## src/design/mft_pkg.sv

```systemverilog
`default_nettype none
package mft_pkg;

  localparam int unsigned TickW  = 8;
  localparam int unsigned PauseW = 10;
  localparam int unsigned ByteW  = 8;
  localparam int unsigned ShiftW = 2 * ByteW;
  localparam int unsigned BitCntW = 5;
  localparam int unsigned FrameBits = ShiftW;

  localparam logic [TickW-1:0]  HalfBitTicksRst     = 8'd64;
  localparam logic [PauseW-1:0] PauseTransitionsRst = 10'd101;
  localparam logic [ByteW-1:0]  StartByteRst        = 8'hff;

  // configuration register indexes
  localparam logic [1:0] RegHalfBitTicks     = 2'd0;
  localparam logic [1:0] RegPauseTransitions = 2'd1;
  localparam logic [1:0] RegStartByte        = 2'd2;

  localparam int unsigned CfgAddrW = 2;
  localparam int unsigned CfgDataW = PauseW;

  localparam logic CmdTick  = 1'b0;
  localparam logic CmdStart = 1'b1;

  typedef enum logic [5:0] {
    ST_IDLE       = 6'b000001,
    ST_PAUSE1     = 6'b000010,
    ST_WAIT_BIT   = 6'b000100,
    ST_FIRST_HALF = 6'b001000,
    ST_LAST_HALF  = 6'b010000,
    ST_PAUSE2     = 6'b100000
  } stage_t;

  typedef struct packed {
    logic line_level;
    logic busy_res;
    logic frame_done;
  } result_t;

endpackage
`default_nettype wire

```

## src/design/mft_core.sv

```systemverilog
`default_nettype none
module mft_core (
  input  wire                            clk,
  input  wire                            rst_n,
  input  wire                            cfg_we,
  input  wire [mft_pkg::CfgAddrW-1:0]    cfg_addr,
  input  wire [mft_pkg::CfgDataW-1:0]    cfg_wdata,
  input  wire                            acc,
  input  wire                            command,
  input  wire [mft_pkg::ByteW-1:0]       data_byte,
  output mft_pkg::result_t               result
);
  import mft_pkg::*;

  logic [TickW-1:0]   half_bit_ticks_r;
  logic [PauseW-1:0]  pause_transitions_r;
  logic [ByteW-1:0]   start_byte_r;

  logic [TickW-1:0]   tick_count_r, tick_count_nxt;
  logic               phase_r, phase_nxt;
  stage_t             stage_r, stage_nxt;
  logic [PauseW-1:0]  pause_count_r, pause_count_nxt;
  logic [ShiftW-1:0]  shift_r, shift_nxt;
  logic [BitCntW-1:0] bit_count_r, bit_count_nxt;
  logic               line_r, line_nxt;
  logic               done;

  logic [TickW:0]     tick_inc;
  logic               toggled;
  logic [PauseW-1:0]  pause_inc;
  logic               pause_over;
  logic [BitCntW-1:0] bit_inc;

  always_ff @(posedge clk) begin
    if (!rst_n) begin
      half_bit_ticks_r    <= HalfBitTicksRst;
      pause_transitions_r <= PauseTransitionsRst;
      start_byte_r        <= StartByteRst;
    end else if (cfg_we) begin
      unique case (cfg_addr)
        RegHalfBitTicks:     half_bit_ticks_r    <= cfg_wdata[TickW-1:0];
        RegPauseTransitions: pause_transitions_r <= cfg_wdata[PauseW-1:0];
        RegStartByte:        start_byte_r        <= cfg_wdata[ByteW-1:0];
        default: ;
      endcase
    end
  end

  always_comb begin
    tick_inc   = {1'b0, tick_count_r} + 1'b1;
    toggled    = (tick_inc >= {1'b0, half_bit_ticks_r});
    pause_inc  = pause_count_r + 1'b1;
    pause_over = (pause_inc >= pause_transitions_r);
    bit_inc    = bit_count_r + 1'b1;

    tick_count_nxt  = tick_count_r;
    phase_nxt       = phase_r;
    stage_nxt       = stage_r;
    pause_count_nxt = pause_count_r;
    shift_nxt       = shift_r;
    bit_count_nxt   = bit_count_r;
    line_nxt        = line_r;
    done            = 1'b0;

    if (command == CmdStart) begin
      if (stage_r == ST_IDLE) begin
        shift_nxt       = {start_byte_r, data_byte};
        bit_count_nxt   = '0;
        pause_count_nxt = '0;
        line_nxt        = 1'b0;
        stage_nxt       = ST_PAUSE1;
      end
    end else begin
      if (toggled) begin
        tick_count_nxt = '0;
        phase_nxt      = ~phase_r;
      end else begin
        tick_count_nxt = tick_inc[TickW-1:0];
      end

      unique case (stage_r)
        ST_IDLE: ;
        ST_PAUSE1: begin
          if (toggled) begin
            pause_count_nxt = pause_inc;
            if (pause_over) begin
              line_nxt  = 1'b1;
              stage_nxt = ST_WAIT_BIT;
              // pause may end right on the rising phase: first bit starts now
              if (phase_nxt) begin
                line_nxt  = shift_r[ShiftW-1];
                stage_nxt = ST_FIRST_HALF;
              end
            end
          end
        end
        ST_WAIT_BIT: begin
          if (phase_nxt) begin
            line_nxt  = shift_r[ShiftW-1];
            stage_nxt = ST_FIRST_HALF;
          end
        end
        ST_FIRST_HALF: begin
          if (!phase_nxt) begin
            line_nxt      = ~line_r;
            shift_nxt     = {shift_r[ShiftW-2:0], 1'b0};
            bit_count_nxt = bit_inc;
            stage_nxt     = (bit_inc >= BitCntW'(FrameBits)) ? ST_LAST_HALF : ST_WAIT_BIT;
          end
        end
        ST_LAST_HALF: begin
          if (phase_nxt) begin
            line_nxt        = 1'b0;
            pause_count_nxt = '0;
            stage_nxt       = ST_PAUSE2;
          end
        end
        ST_PAUSE2: begin
          if (toggled) begin
            pause_count_nxt = pause_inc;
            if (pause_over) begin
              line_nxt  = 1'b1;
              stage_nxt = ST_IDLE;
              done      = 1'b1;
            end
          end
        end
        default: stage_nxt = ST_IDLE;
      endcase
    end
  end

  always_ff @(posedge clk) begin
    if (!rst_n) begin
      tick_count_r  <= '0;
      phase_r       <= 1'b0;
      stage_r       <= ST_IDLE;
      pause_count_r <= '0;
      shift_r       <= '0;
      bit_count_r   <= '0;
      line_r        <= 1'b1;
    end else if (acc) begin
      tick_count_r  <= tick_count_nxt;
      phase_r       <= phase_nxt;
      stage_r       <= stage_nxt;
      pause_count_r <= pause_count_nxt;
      shift_r       <= shift_nxt;
      bit_count_r   <= bit_count_nxt;
      line_r        <= line_nxt;
    end
  end

  assign result.line_level = line_nxt;
  assign result.busy_res   = (stage_nxt != ST_IDLE);
  assign result.frame_done = done;

endmodule
`default_nettype wire

```

## src/design/manchester_frame_transmitter_top.sv

```systemverilog
`default_nettype none
// Manchester frame transmitter. Each input transaction is either a timer tick
// (in_tuser = 0) or a start-frame command (in_tuser = 1, data byte in
// in_tdata), and each one yields exactly one output transaction carrying the
// line level, a busy flag and, on tlast, the end-of-frame mark. One transaction
// is taken per clock while the skid register is empty; the frame state is
// updated and the result is registered in the accepting cycle. A two-entry
// output buffer (output register plus skid register) lets one input be taken
// while the output side is stalled; input ready then stays low until the skid register empties.
module manchester_frame_transmitter_top (
  input  wire                          clk,
  input  wire                          rst_n,
  input  wire                          cfg_we,
  input  wire [mft_pkg::CfgAddrW-1:0]  cfg_addr,
  input  wire [mft_pkg::CfgDataW-1:0]  cfg_wdata,
  input  wire                          in_tvalid,
  output logic                         in_tready,
  input  wire [7:0]                    in_tdata,   // [7:0] data_byte
  input  wire                          in_tuser,   // [0] command
  output logic                         out_tvalid,
  input  wire                          out_tready,
  output logic [7:0]                   out_tdata,  // [0] line_level, [1] busy_res, zero pad
  output logic                         out_tlast   // frame_done
);
  import mft_pkg::*;

  logic    acc;
  result_t res;
  result_t out_r, skid_r;
  logic    out_valid_r, skid_valid_r;

  assign in_tready = !skid_valid_r;
  assign acc       = in_tvalid && in_tready;

  mft_core u_core (
    .clk       (clk),
    .rst_n     (rst_n),
    .cfg_we    (cfg_we),
    .cfg_addr  (cfg_addr),
    .cfg_wdata (cfg_wdata),
    .acc       (acc),
    .command   (in_tuser),
    .data_byte (in_tdata[ByteW-1:0]),
    .result    (res)
  );

  always_ff @(posedge clk) begin
    if (!rst_n) begin
      out_valid_r  <= 1'b0;
      skid_valid_r <= 1'b0;
    end else if (!out_valid_r || out_tready) begin
      if (skid_valid_r) begin
        out_valid_r  <= 1'b1;
        skid_valid_r <= 1'b0;
      end else begin
        out_valid_r  <= acc;
      end
    end else if (acc) begin
      skid_valid_r <= 1'b1;
    end
  end

  always_ff @(posedge clk) begin
    if (!out_valid_r || out_tready) begin
      out_r <= skid_valid_r ? skid_r : res;
    end else if (acc) begin
      skid_r <= res;
    end
  end

  assign out_tvalid = out_valid_r;
  assign out_tdata  = {6'b0, out_r.busy_res, out_r.line_level};
  assign out_tlast  = out_r.frame_done;

endmodule
`default_nettype wire

```

## config.mk

```make
export PLATFORM = sky130hd
export DESIGN_NAME = manchester_frame_transmitter_top
export DESIGN_NICKNAME = d
export VERILOG_FILES = /design/src/design/mft_pkg.sv /design/src/design/mft_core.sv /design/src/design/manchester_frame_transmitter_top.sv
export SDC_FILE = /design/constraint.sdc
export NUM_CORES = 1
export LEC_CHECK = 0
export BUFFER_PORTS_ARGS = -buffer_cell sky130_fd_sc_hd__clkbuf_2
export CAP_MARGIN = 5
export CORE_ASPECT_RATIO = 1.2
export CORE_MARGIN = 1
export CORE_UTILIZATION = 54
export DETAILED_ROUTE_END_ITERATION = 8
export GPL_TIMING_DRIVEN = 0
export MAX_ROUTING_LAYER = met4
export PLACE_DENSITY_LB_ADDON = 0.2
export SYNTH_ARGS = -nofsm -noshare
export SYNTH_HDL_FRONTEND = slang
export SYNTH_SLANG_ARGS = --single-unit
export TNS_END_PERCENT = 50
```

## constraint.sdc

```tcl
create_clock -name clk -period 2.9 [get_ports clk]
set_input_delay 0.58 -clock clk [delete_from_list [all_inputs] [get_ports clk]]
set_output_delay 0.58 -clock clk [all_outputs]
set_load 0.02 [all_outputs]
```

==> results of run 1 <==
## metrics by stage
stage / setup WS (ns) / hold WS [ns] / std cells / cell area, um^2 / TNS, ns
after detailed placement: -0.401 / 0.448 / 678 / 4820 / -10.17
final: -0.239 / 0.443 / 720 / 5690 / -4.85
after floorplan: -0.0892 / 0.436 / 554 / 4550 / -0.124
after CTS: -0.217 / 0.449 / 713 / 5420 / -1.89
after global placement: -0.375 / 0.446 / 678 / 4820 / -8.92
after global routing: -0.363 / 0.473 / 720 / 5690 / -9.37
## where the power goes
part | total, uW | internal, uW | switching, uW
Combinational | 333 | 125 | 209
Clock | 810 | 389 | 421
Sequential | 1190 | 1160 | 27.7
## tightest hold or removal path: stages
cell	delay, ns
clkbuf_2	0.08
nand2_1	0.05
a21oi_1	0.06
## timing repair
| item | CTS | global route |
|---|---|---|
| cloned | 3 | 0 |
| pin swaps | 45 | 35 |
| gates resized for setup | 81 | 39 |
| setup buffers | 16 | 7 |
| setup endpoints to repair | 47 | 52 |
## area by class of cell
type,instances,area [um^2]
inverter,22,85.1
multi-input combinational,414,3000
buffer,38,224
clock buffer,11,131
sequential,81,1710
fill,623,2380
clock inverter,5,46.3
timing repair buffer,54,367
tap,95,119
## sequential cells by signal, indices dropped and copies added (netlist names)
name                        flops
u_core.line_r                   1
u_core.pause_count_r           10
u_core.bit_count_r              5
u_core.tick_count_r             8
skid_r                          3
u_core.stage_r                  6
u_core.start_byte_r             8
out_tvalid                      1
u_core.shift_r                 16
u_core.phase_r                  1
out_tdata                       2
u_core.half_bit_ticks_r         8
skid_valid_r                    1
u_core.pause_transitions_r     10
out_tlast                       1
## layer usage
metal / track usage (%) / wire length [um] / share of wire (%)
met1: 34.8 / 5160 / 41
met2: 50.0 / 6360 / 51
met3: 4.81 / 655 / 5.2
met4: 16.0 / 363 / 2.9
met5: - / 0 / 0
## cell families after synthesis
group	Yosys count	share of synthesized area (%)
compound gates	137	20.3
xor+xnor	21	4.53
fa+ha+maj	21	5.87
buf+inv	60	6.24
flops	81	37.6
mux	5	1.17
other cells	1	0.0838
simple gates	223	24.2
## synth_stat cells (7+ instances only)
library cell,count
a21o_1,7
a21oi_1,32
a31oi_1,17
and3_1,10
buf_2,7
clkbuf_1,21
dfxtp_1,75
ha_1,21
inv_1,22
nand2_1,65
nand3_1,54
nor2_1,45
nor3_1,10
o21ai_0,38
xnor2_1,11
xor2_1,9
## worst max path at each step
| stage | startpoint | to | slack, ns | cells after the start |
|---|---|---|---|---|
| after floorplan | u_core.tick_count_r[0] | out_tdata[1] | -0.09 | 13 |
| after CTS | u_core.pause_count_r[1] | out_tdata[1] | -0.22 | 12 |
| after global placement | u_core.tick_count_r[0] | u_core.shift_r[12] | -0.38 | 13 |
| after global routing | u_core.tick_count_r[2] | out_tdata[0] | -0.36 | 13 |
| final | u_core.tick_count_r[1] | u_core.shift_r[2] | -0.24 | 15 |
| after detailed placement | u_core.tick_count_r[0] | u_core.shift_r[12] | -0.40 | 13 |
==> run metrics, run 1 <==
outcome=finished, violations left; failing checks=setup timing; htree depth=3; final core occ=70.5%; Overflow after GRT=0; chip height=102 um; crit path DAT=3.43 ns; Overall Global Routing Usage=30.0%; drc violations=0; initial antenna violation count=0; setup ws final=-0.239 ns; YS warnings=0; vias in the first global route=4119; Avg WL per Cell=17.4 um; Starting Density=55.5%; Avg Inst Size Synth=8.15 um^2; 1st-iter DRT viols=266; CP required=3.19 ns; Final period util=108%; Rel. slew slack=43.5%; HPWL after detailed placement=8220 um; CP bufs+invs=3; Site Rows=36; Syn Std Cell Area=0.00447 mm^2; post-synth top area cell=dfxtp_1; Crit Reg-Reg Startpoint=u_core.tick_count_r[1]; clk sinks=81; Core ar.=0.00806 mm^2; Post-synth ARST share=0%; number of vias per cell=6.08; Total Power=2330 uW; WL final=12500 um; First-pass DRT Iterations=7; die width=85.1 um; Max stage delay on crit path=0.37 ns; commonest non-fill, non-tap cell in the layout=dfxtp_1; EDFF count, synth=6; crit path kind=reg2reg; Final Hold Fails=0; setup repair after global routing missed its margin=true; final-stage net count=667; Max Cap Viol=0; register area share after synthesis=37.6%; number of port buffers=29; top-level I/O count=37; Yosys reg bits=81; Skew-Pair Late Insertion Delay=0.37 ns; Crit. End Element=register; Synth area leaders=dfxtp_1, nand3_1, ha_1; Hold Crit Start=cfg_wdata[9]; clock skew=0.00892 ns; delay-heaviest family, CP=simple AND/OR/NAND/NOR gates; TritonCTS clock tree=yes; Worst-path clk slew=0.08 ns; worst r2r path cells=15; CP max-delay cell=dfxtp_4; critical-path cell list=and3_4, and3_4, and3_4, xor2_4, ha_4, and3_4, a221oi_2, o211ai_2, buf_6, xor2_4, buf_6, nor2_4, buf_6, nand3_2, a31oi_1; Clock Path Buffers=2; Startpoint Class=register; vias=4377; clock root buffer=clkbuf_8; Mapped Cells=549; most frequent cells in the layout=dfxtp_1, nand2_1, nor2_1, nand3_1, a21oi_1; largest net degree at the start of global routing=13; Hold Path Depth=3; gpl congestion=0.918; Netlist cell types=64; worst slew pin tran=0.840 ns; Peak VDD IR=409 uV; DIE AREA=0.00865 mm^2; hold_buf cts=0; Synth top area share=33.6%; reg-to-reg slack, setup=-0.24 ns; Layout area overhead=27.1%; hold path endpoint=u_core.pause_transitions_r[9]; Final min period=3.14 ns; Slew Viols, Final=0; Leakage=0.00229 uW; most used cell, CP=and3_4; share of layout cells above drive strength 1=29.0%; number of diodes=0; Primary FF master, synth=dfxtp_1; CTS Buf Count=9; first-pass GRT wire length=19500 um; worst r2r dst=u_core.shift_r[2]; worst min-delay path class=in2reg; setup violators final=36; f_max=319 MHz; Post-DRT Antenna Nets=0; Crit Path Max Fanout=7; power per cell area=410 mW/mm^2
Note: power is estimated with default switching activity, not from simulation.
==> run 2, diff against run 1 <==
Settings changed: CORE_UTILIZATION 54 to 55.
Clock period 2.9 ns to 3.64 ns, I/O delays scaled along.
==> run metrics, run 2 (same netlist as run 1, synthesis figures left out) <==
CP required=3.75 ns; Most flops, register=u_core.shift_r; clock skew=0.00995 ns; # Post-CTS Setup Buffers=0; Cell Int Power=1380 uW; Final Hold Fails=0; Seq pwr share=50.5%; Avg WL per Cell=15.9 um; First-pass DRT Iterations=7; setup violators final=0; Startpoint Class=register; Largest register FFs=16; HPWL after detailed placement=8080 um; Starting Density=57.4%; power per cell area=374 mW/mm^2; Max stage delay on crit path=0.41 ns; setup repair after global routing missed its margin=false; Core ar.=0.00779 mm^2; sw frac=26.2%; share of layout cells above drive strength 1=15.2%; TritonCTS clock tree=yes; Peak VDD IR=263 uV; critical-path cell list=ha_1, and3_1, and3_1, nand3_1, xnor2_2, ha_1, nand4_1, nor3_2, o41ai_4, or3_1, a21o_1, mux2_2; setup ws final=0.208 ns; drc violations=1; Fin Setup TNS=0 ns; number of diodes=0; chip height=101 um; Site Rows=35; hold_buf cts=0; die width=84.3 um; Crit. End Element=register; Layout area overhead=11.9%; crit path kind=reg2reg; failing checks=DRC; Crit Path Max Fanout=6; final core occ=64.2%; clock root buffer=clkbuf_8; f_max=291 MHz; DIE AREA=0.00850 mm^2; largest net degree at the start of global routing=14; dpl cells=675; CP max-delay cell=dfxtp_1; worst slew pin tran=0.740 ns; Rel. slew slack=50.2%; Overall Global Routing Usage=27.9%; Clock Path Buffers=2; Clock power frac=37.8%; WL final=11000 um; worst min-delay path class=reg2reg; vias=4149; Final period util=94.3%; outcome=finished, violations left; htree depth=3; Slew Viols, Final=0; 1st-iter DRT viols=269; Leakage=0.00211 uW; number of port buffers=29; Post-DRT Antenna Nets=0; vias in the first global route=3832; WL met3=471 um; Worst-path clk slew=0.08 ns; top-level I/O count=37; commonest non-fill, non-tap cell in the layout=dfxtp_1; Skew-Pair Late Insertion Delay=0.36 ns; top flop regs=u_core.shift_r x16, u_core.pause_count_r x10, u_core.pause_transitions_r x10; number of vias per cell=6.00; most frequent cells in the layout=dfxtp_1, nand2_1, nand3_1, nor2_1, o21ai_0; PostCTS Resize Cnt=0; routed length on met2=5470 um; Place WS=0.141 ns; crit path DAT=3.54 ns; fill count=695; Max Cap Viol=0; Final min period=3.43 ns; clk sinks=81; gpl congestion=0.900; first-pass GRT wire length=18200 um; CTS Buf Count=9; area of the multi-input gates=0.00256 mm^2; FF+latch area=0.00168 mm^2; Overflow after GRT=0; P_sw=491 uW; WHS=0.456 ns; Post-Route M1 WL=4820 um; initial antenna violation count=0; Finished Layout Cells=691; combinational share of power=11.7%; top layer in use=met4; final-stage net count=641
==> run 2: cell types whose count changed in the layout (fill, tap and decap cells not counted), moves of 7 or more <==
cell | previous run | this run
buf_4 | 23 | 6
nand3_1 | 37 | 54
o21ai_0 | 22 | 38
nand3_2 | 15 | 1
buf_6 | 11 | 3
dfxtp_4 | 8 | 0
and3_1 | 3 | 10
and3_4 | 7 | 0
dfxtp_1 | 66 | 73
o21ai_1 | 7 | 0
o21ai_2 | 7 | 0
==> run 2: stage by stage <==
step / power, uW / cell area [um^2]
global route: 1950 / 5010
floorplan: 1110 / 4490
finish: 1870 / 5010
CTS: 1880 / 4970
detailed placement: 1180 / 4750
global placement: 1180 / 4750
==> run 2: worst paths after layout <==
| path | from | to | slack, ns | cells after the start |
|---|---|---|---|---|
| worst max-delay path | u_core.pause_count_r[1] | out_tdata[1] | 0.21 | 12 |
| worst min-delay path | u_core.pause_transitions_r[9] | u_core.pause_transitions_r[9] | 0.46 | 2 |
| worst max register to register | u_core.pause_count_r[1] | out_tdata[1] | 0.21 | 12 |
| worst min register to register | u_core.pause_transitions_r[9] | u_core.pause_transitions_r[9] | 0.46 | 2 |
==> run 2: area by class of cell <==
cell class	instances	area share (%)
Inverter	22	1.65
Multi-Input combinational cell	413	51.2
Timing Repair Buffer	29	2.90
Tap cell	92	2.30
Buffer	38	4.00
Clock inverter	4	0.975
Sequential cell	81	33.6
Clock buffer	12	3.32
==> run 2: critical path, delay by kind of cell (launching register included) <==
kind,cells,cell delay [ns]
multiplexers,1,0.26
AO/OA/AOI/OAI,2,0.38
flip-flops,1,0.41
XOR/XNOR,1,0.19
adder cells (fa/ha/maj),2,0.55
AND/OR/NAND/NOR,6,1.39
==> run 2: power groups by stage <==
| stage | clock [uW] | combinational, uW | sequential (uW) |
|---|---|---|---|
| floorplan | 0 | 146 | 967 |
| global placement | 0 | 210 | 967 |
| detailed placement | 0 | 214 | 968 |
| CTS | 716 | 216 | 947 |
| global route | 758 | 243 | 951 |
| finish | 708 | 219 | 947 |
==> run 2: metal layers <==
metal	vias up	track usage, %
li1	2040	-
met1	1973	33.4
met2	117	46.2
met5	-	-
met4	0	12.6
met3	19	4.91
==> run 3, diff against run 2 <==
Settings changed: CORE_ASPECT_RATIO 1.2 to 0.5.
==> run metrics, run 3 (same netlist as run 1, synthesis figures left out) <==
outcome=finished clean; Final period util=94.3%; gpl congestion=0.945; Rel. slew slack=54.3%; Total Power=2170 uW; Avg WL per Cell=15.6 um; Crit Path Max Fanout=6; Overall Global Routing Usage=29.2%; Crit. End Element=register; Skew-Pair Late Insertion Delay=0.35 ns; vias in the first global route=3711; Site Rows=22; initial antenna violation count=0; WL final=11100 um; CTS Buf Count=9; Peak VDD IR=268 uV; chip height=65.8 um; vias=4123; f_max=291 MHz; commonest non-fill, non-tap cell in the layout=dfxtp_1; most frequent cells in the layout=dfxtp_1, nand2_1, nand3_1, nor2_1, o21ai_0; first-pass GRT wire length=18300 um; Layout area overhead=14.5%; Startpoint Class=register; clock root buffer=clkbuf_16; 1st-iter DRT viols=317; HPWL after detailed placement=7970 um; Leakage=0.00215 uW; crit path kind=reg2reg; number of vias per cell=5.83; Clock Path Buffers=2; Final Hold Fails=0; die width=130 um; Overflow after GRT=0; top-level I/O count=37; First-pass DRT Iterations=7; Largest register FFs=16; FF+latch area=0.00168 mm^2; Max Cap Viol=0; Cell Area, Placed=0.00477 mm^2; top flop regs=u_core.shift_r x16, u_core.pause_count_r x10, u_core.pause_transitions_r x10; worst slew pin tran=0.683 ns; Final Cell Area=0.00512 mm^2; drc violations=0; DIE AREA=0.00852 mm^2; TritonCTS clock tree=yes; Worst-path clk slew=0.06 ns; Post-DRT Antenna Nets=0; power per cell area=424 mW/mm^2; worst min-delay path class=reg2reg; crit path DAT=3.52 ns; WHS=0.454 ns; Slew Viols, Final=0; number of diodes=0; Starting Density=58.9%; number of port buffers=29; setup repair after global routing missed its margin=true; final-stage net count=642; CP required=3.73 ns; fill count=644; Final min period=3.43 ns; setup violators final=0; area of the multi-input gates=0.00254 mm^2; largest net degree at the start of global routing=14; clk sinks=81; htree depth=3; share of layout cells above drive strength 1=14.7%; Core ar.=0.00760 mm^2; Most flops, register=u_core.shift_r; clock skew=0.00898 ns
-- run 3: changes by cell type in the layout (fill, tap and decap cells not counted), moves of 2 or more --
| cell | delta |
|---|---|
| xnor2_2 | -2 |
| clkinv_2 | -2 |
| clkbuf_16 | +8 |
| xnor2_1 | +2 |
| clkbuf_8 | -8 |
-- run 3: worst paths after layout --
check | start | end | slack (ns) | depth (start not counted)
min reg2reg | u_core.pause_transitions_r[9] | u_core.pause_transitions_r[9] | 0.45 | 2
min | u_core.pause_transitions_r[9] | u_core.pause_transitions_r[9] | 0.45 | 2
max reg2reg | u_core.pause_count_r[1] | out_tdata[0] | 0.21 | 12
max | u_core.pause_count_r[1] | out_tdata[0] | 0.21 | 12
-- run 3: repair_timing --
| item | in CTS | in global routing |
|---|---|---|
| hold buffers | 0 | 0 |
| setup buffers | 0 | 1 |
| resized for setup | 0 | 6 |
| endpoints found under the setup margin | 0 | 16 |
-- run 3: per-stage QoR --
stage | TNS (ns) | setup WS, ns | instances | util (%)
after floorplan | 0 | 0.566 | 554 | -
after global placement | 0 | 0.139 | 691 | 62.8
after detailed placement | 0 | 0.0955 | 691 | 62.8
after CTS | 0 | 0.0862 | 706 | 67.1
after global routing | -0.369 | -0.0739 | 707 | 67.4
final | 0 | 0.208 | 707 | 67.4
-- run 3: worst max-delay path, cell delays in order (launching register included) --
cell      delay (ns)
dfxtp_1         0.41
ha_1            0.25
and3_1          0.27
and3_1          0.19
nand3_1         0.10
xnor2_1         0.28
ha_1            0.30
o21ai_0         0.14
nor2_1          0.09
o41ai_4         0.53
mux2i_1         0.17
a211oi_2        0.34
o31ai_1         0.10
-- run 3: layout make-up --
| cell class | count | area share, % |
|---|---|---|
| Multi-Input combinational cell | 413 | 49.6 |
| Sequential cell | 81 | 32.9 |
| Clock buffer | 11 | 4.93 |
| Buffer | 38 | 3.91 |
| Timing Repair Buffer | 30 | 2.98 |
| Tap cell | 108 | 2.64 |
| Inverter | 22 | 1.61 |
| Clock inverter | 4 | 1.47 |
-- run 3: power by group --
group	internal, uW	total, uW	switching, uW	leakage [uW]
logic	76.8	223	146	0.00132
clock network	636	1000	366	0.000162
registers	930	948	17.8	0.000670
-- run 3: metal layers --
metal	part of all wire (%)	vias up	global-route usage (%)
li1	-	2035	-
met1	48	1930	38.8
met2	43	146	44.6
met3	7.7	12	7.44
met4	0.90	0	7.41
met5	0	-	-
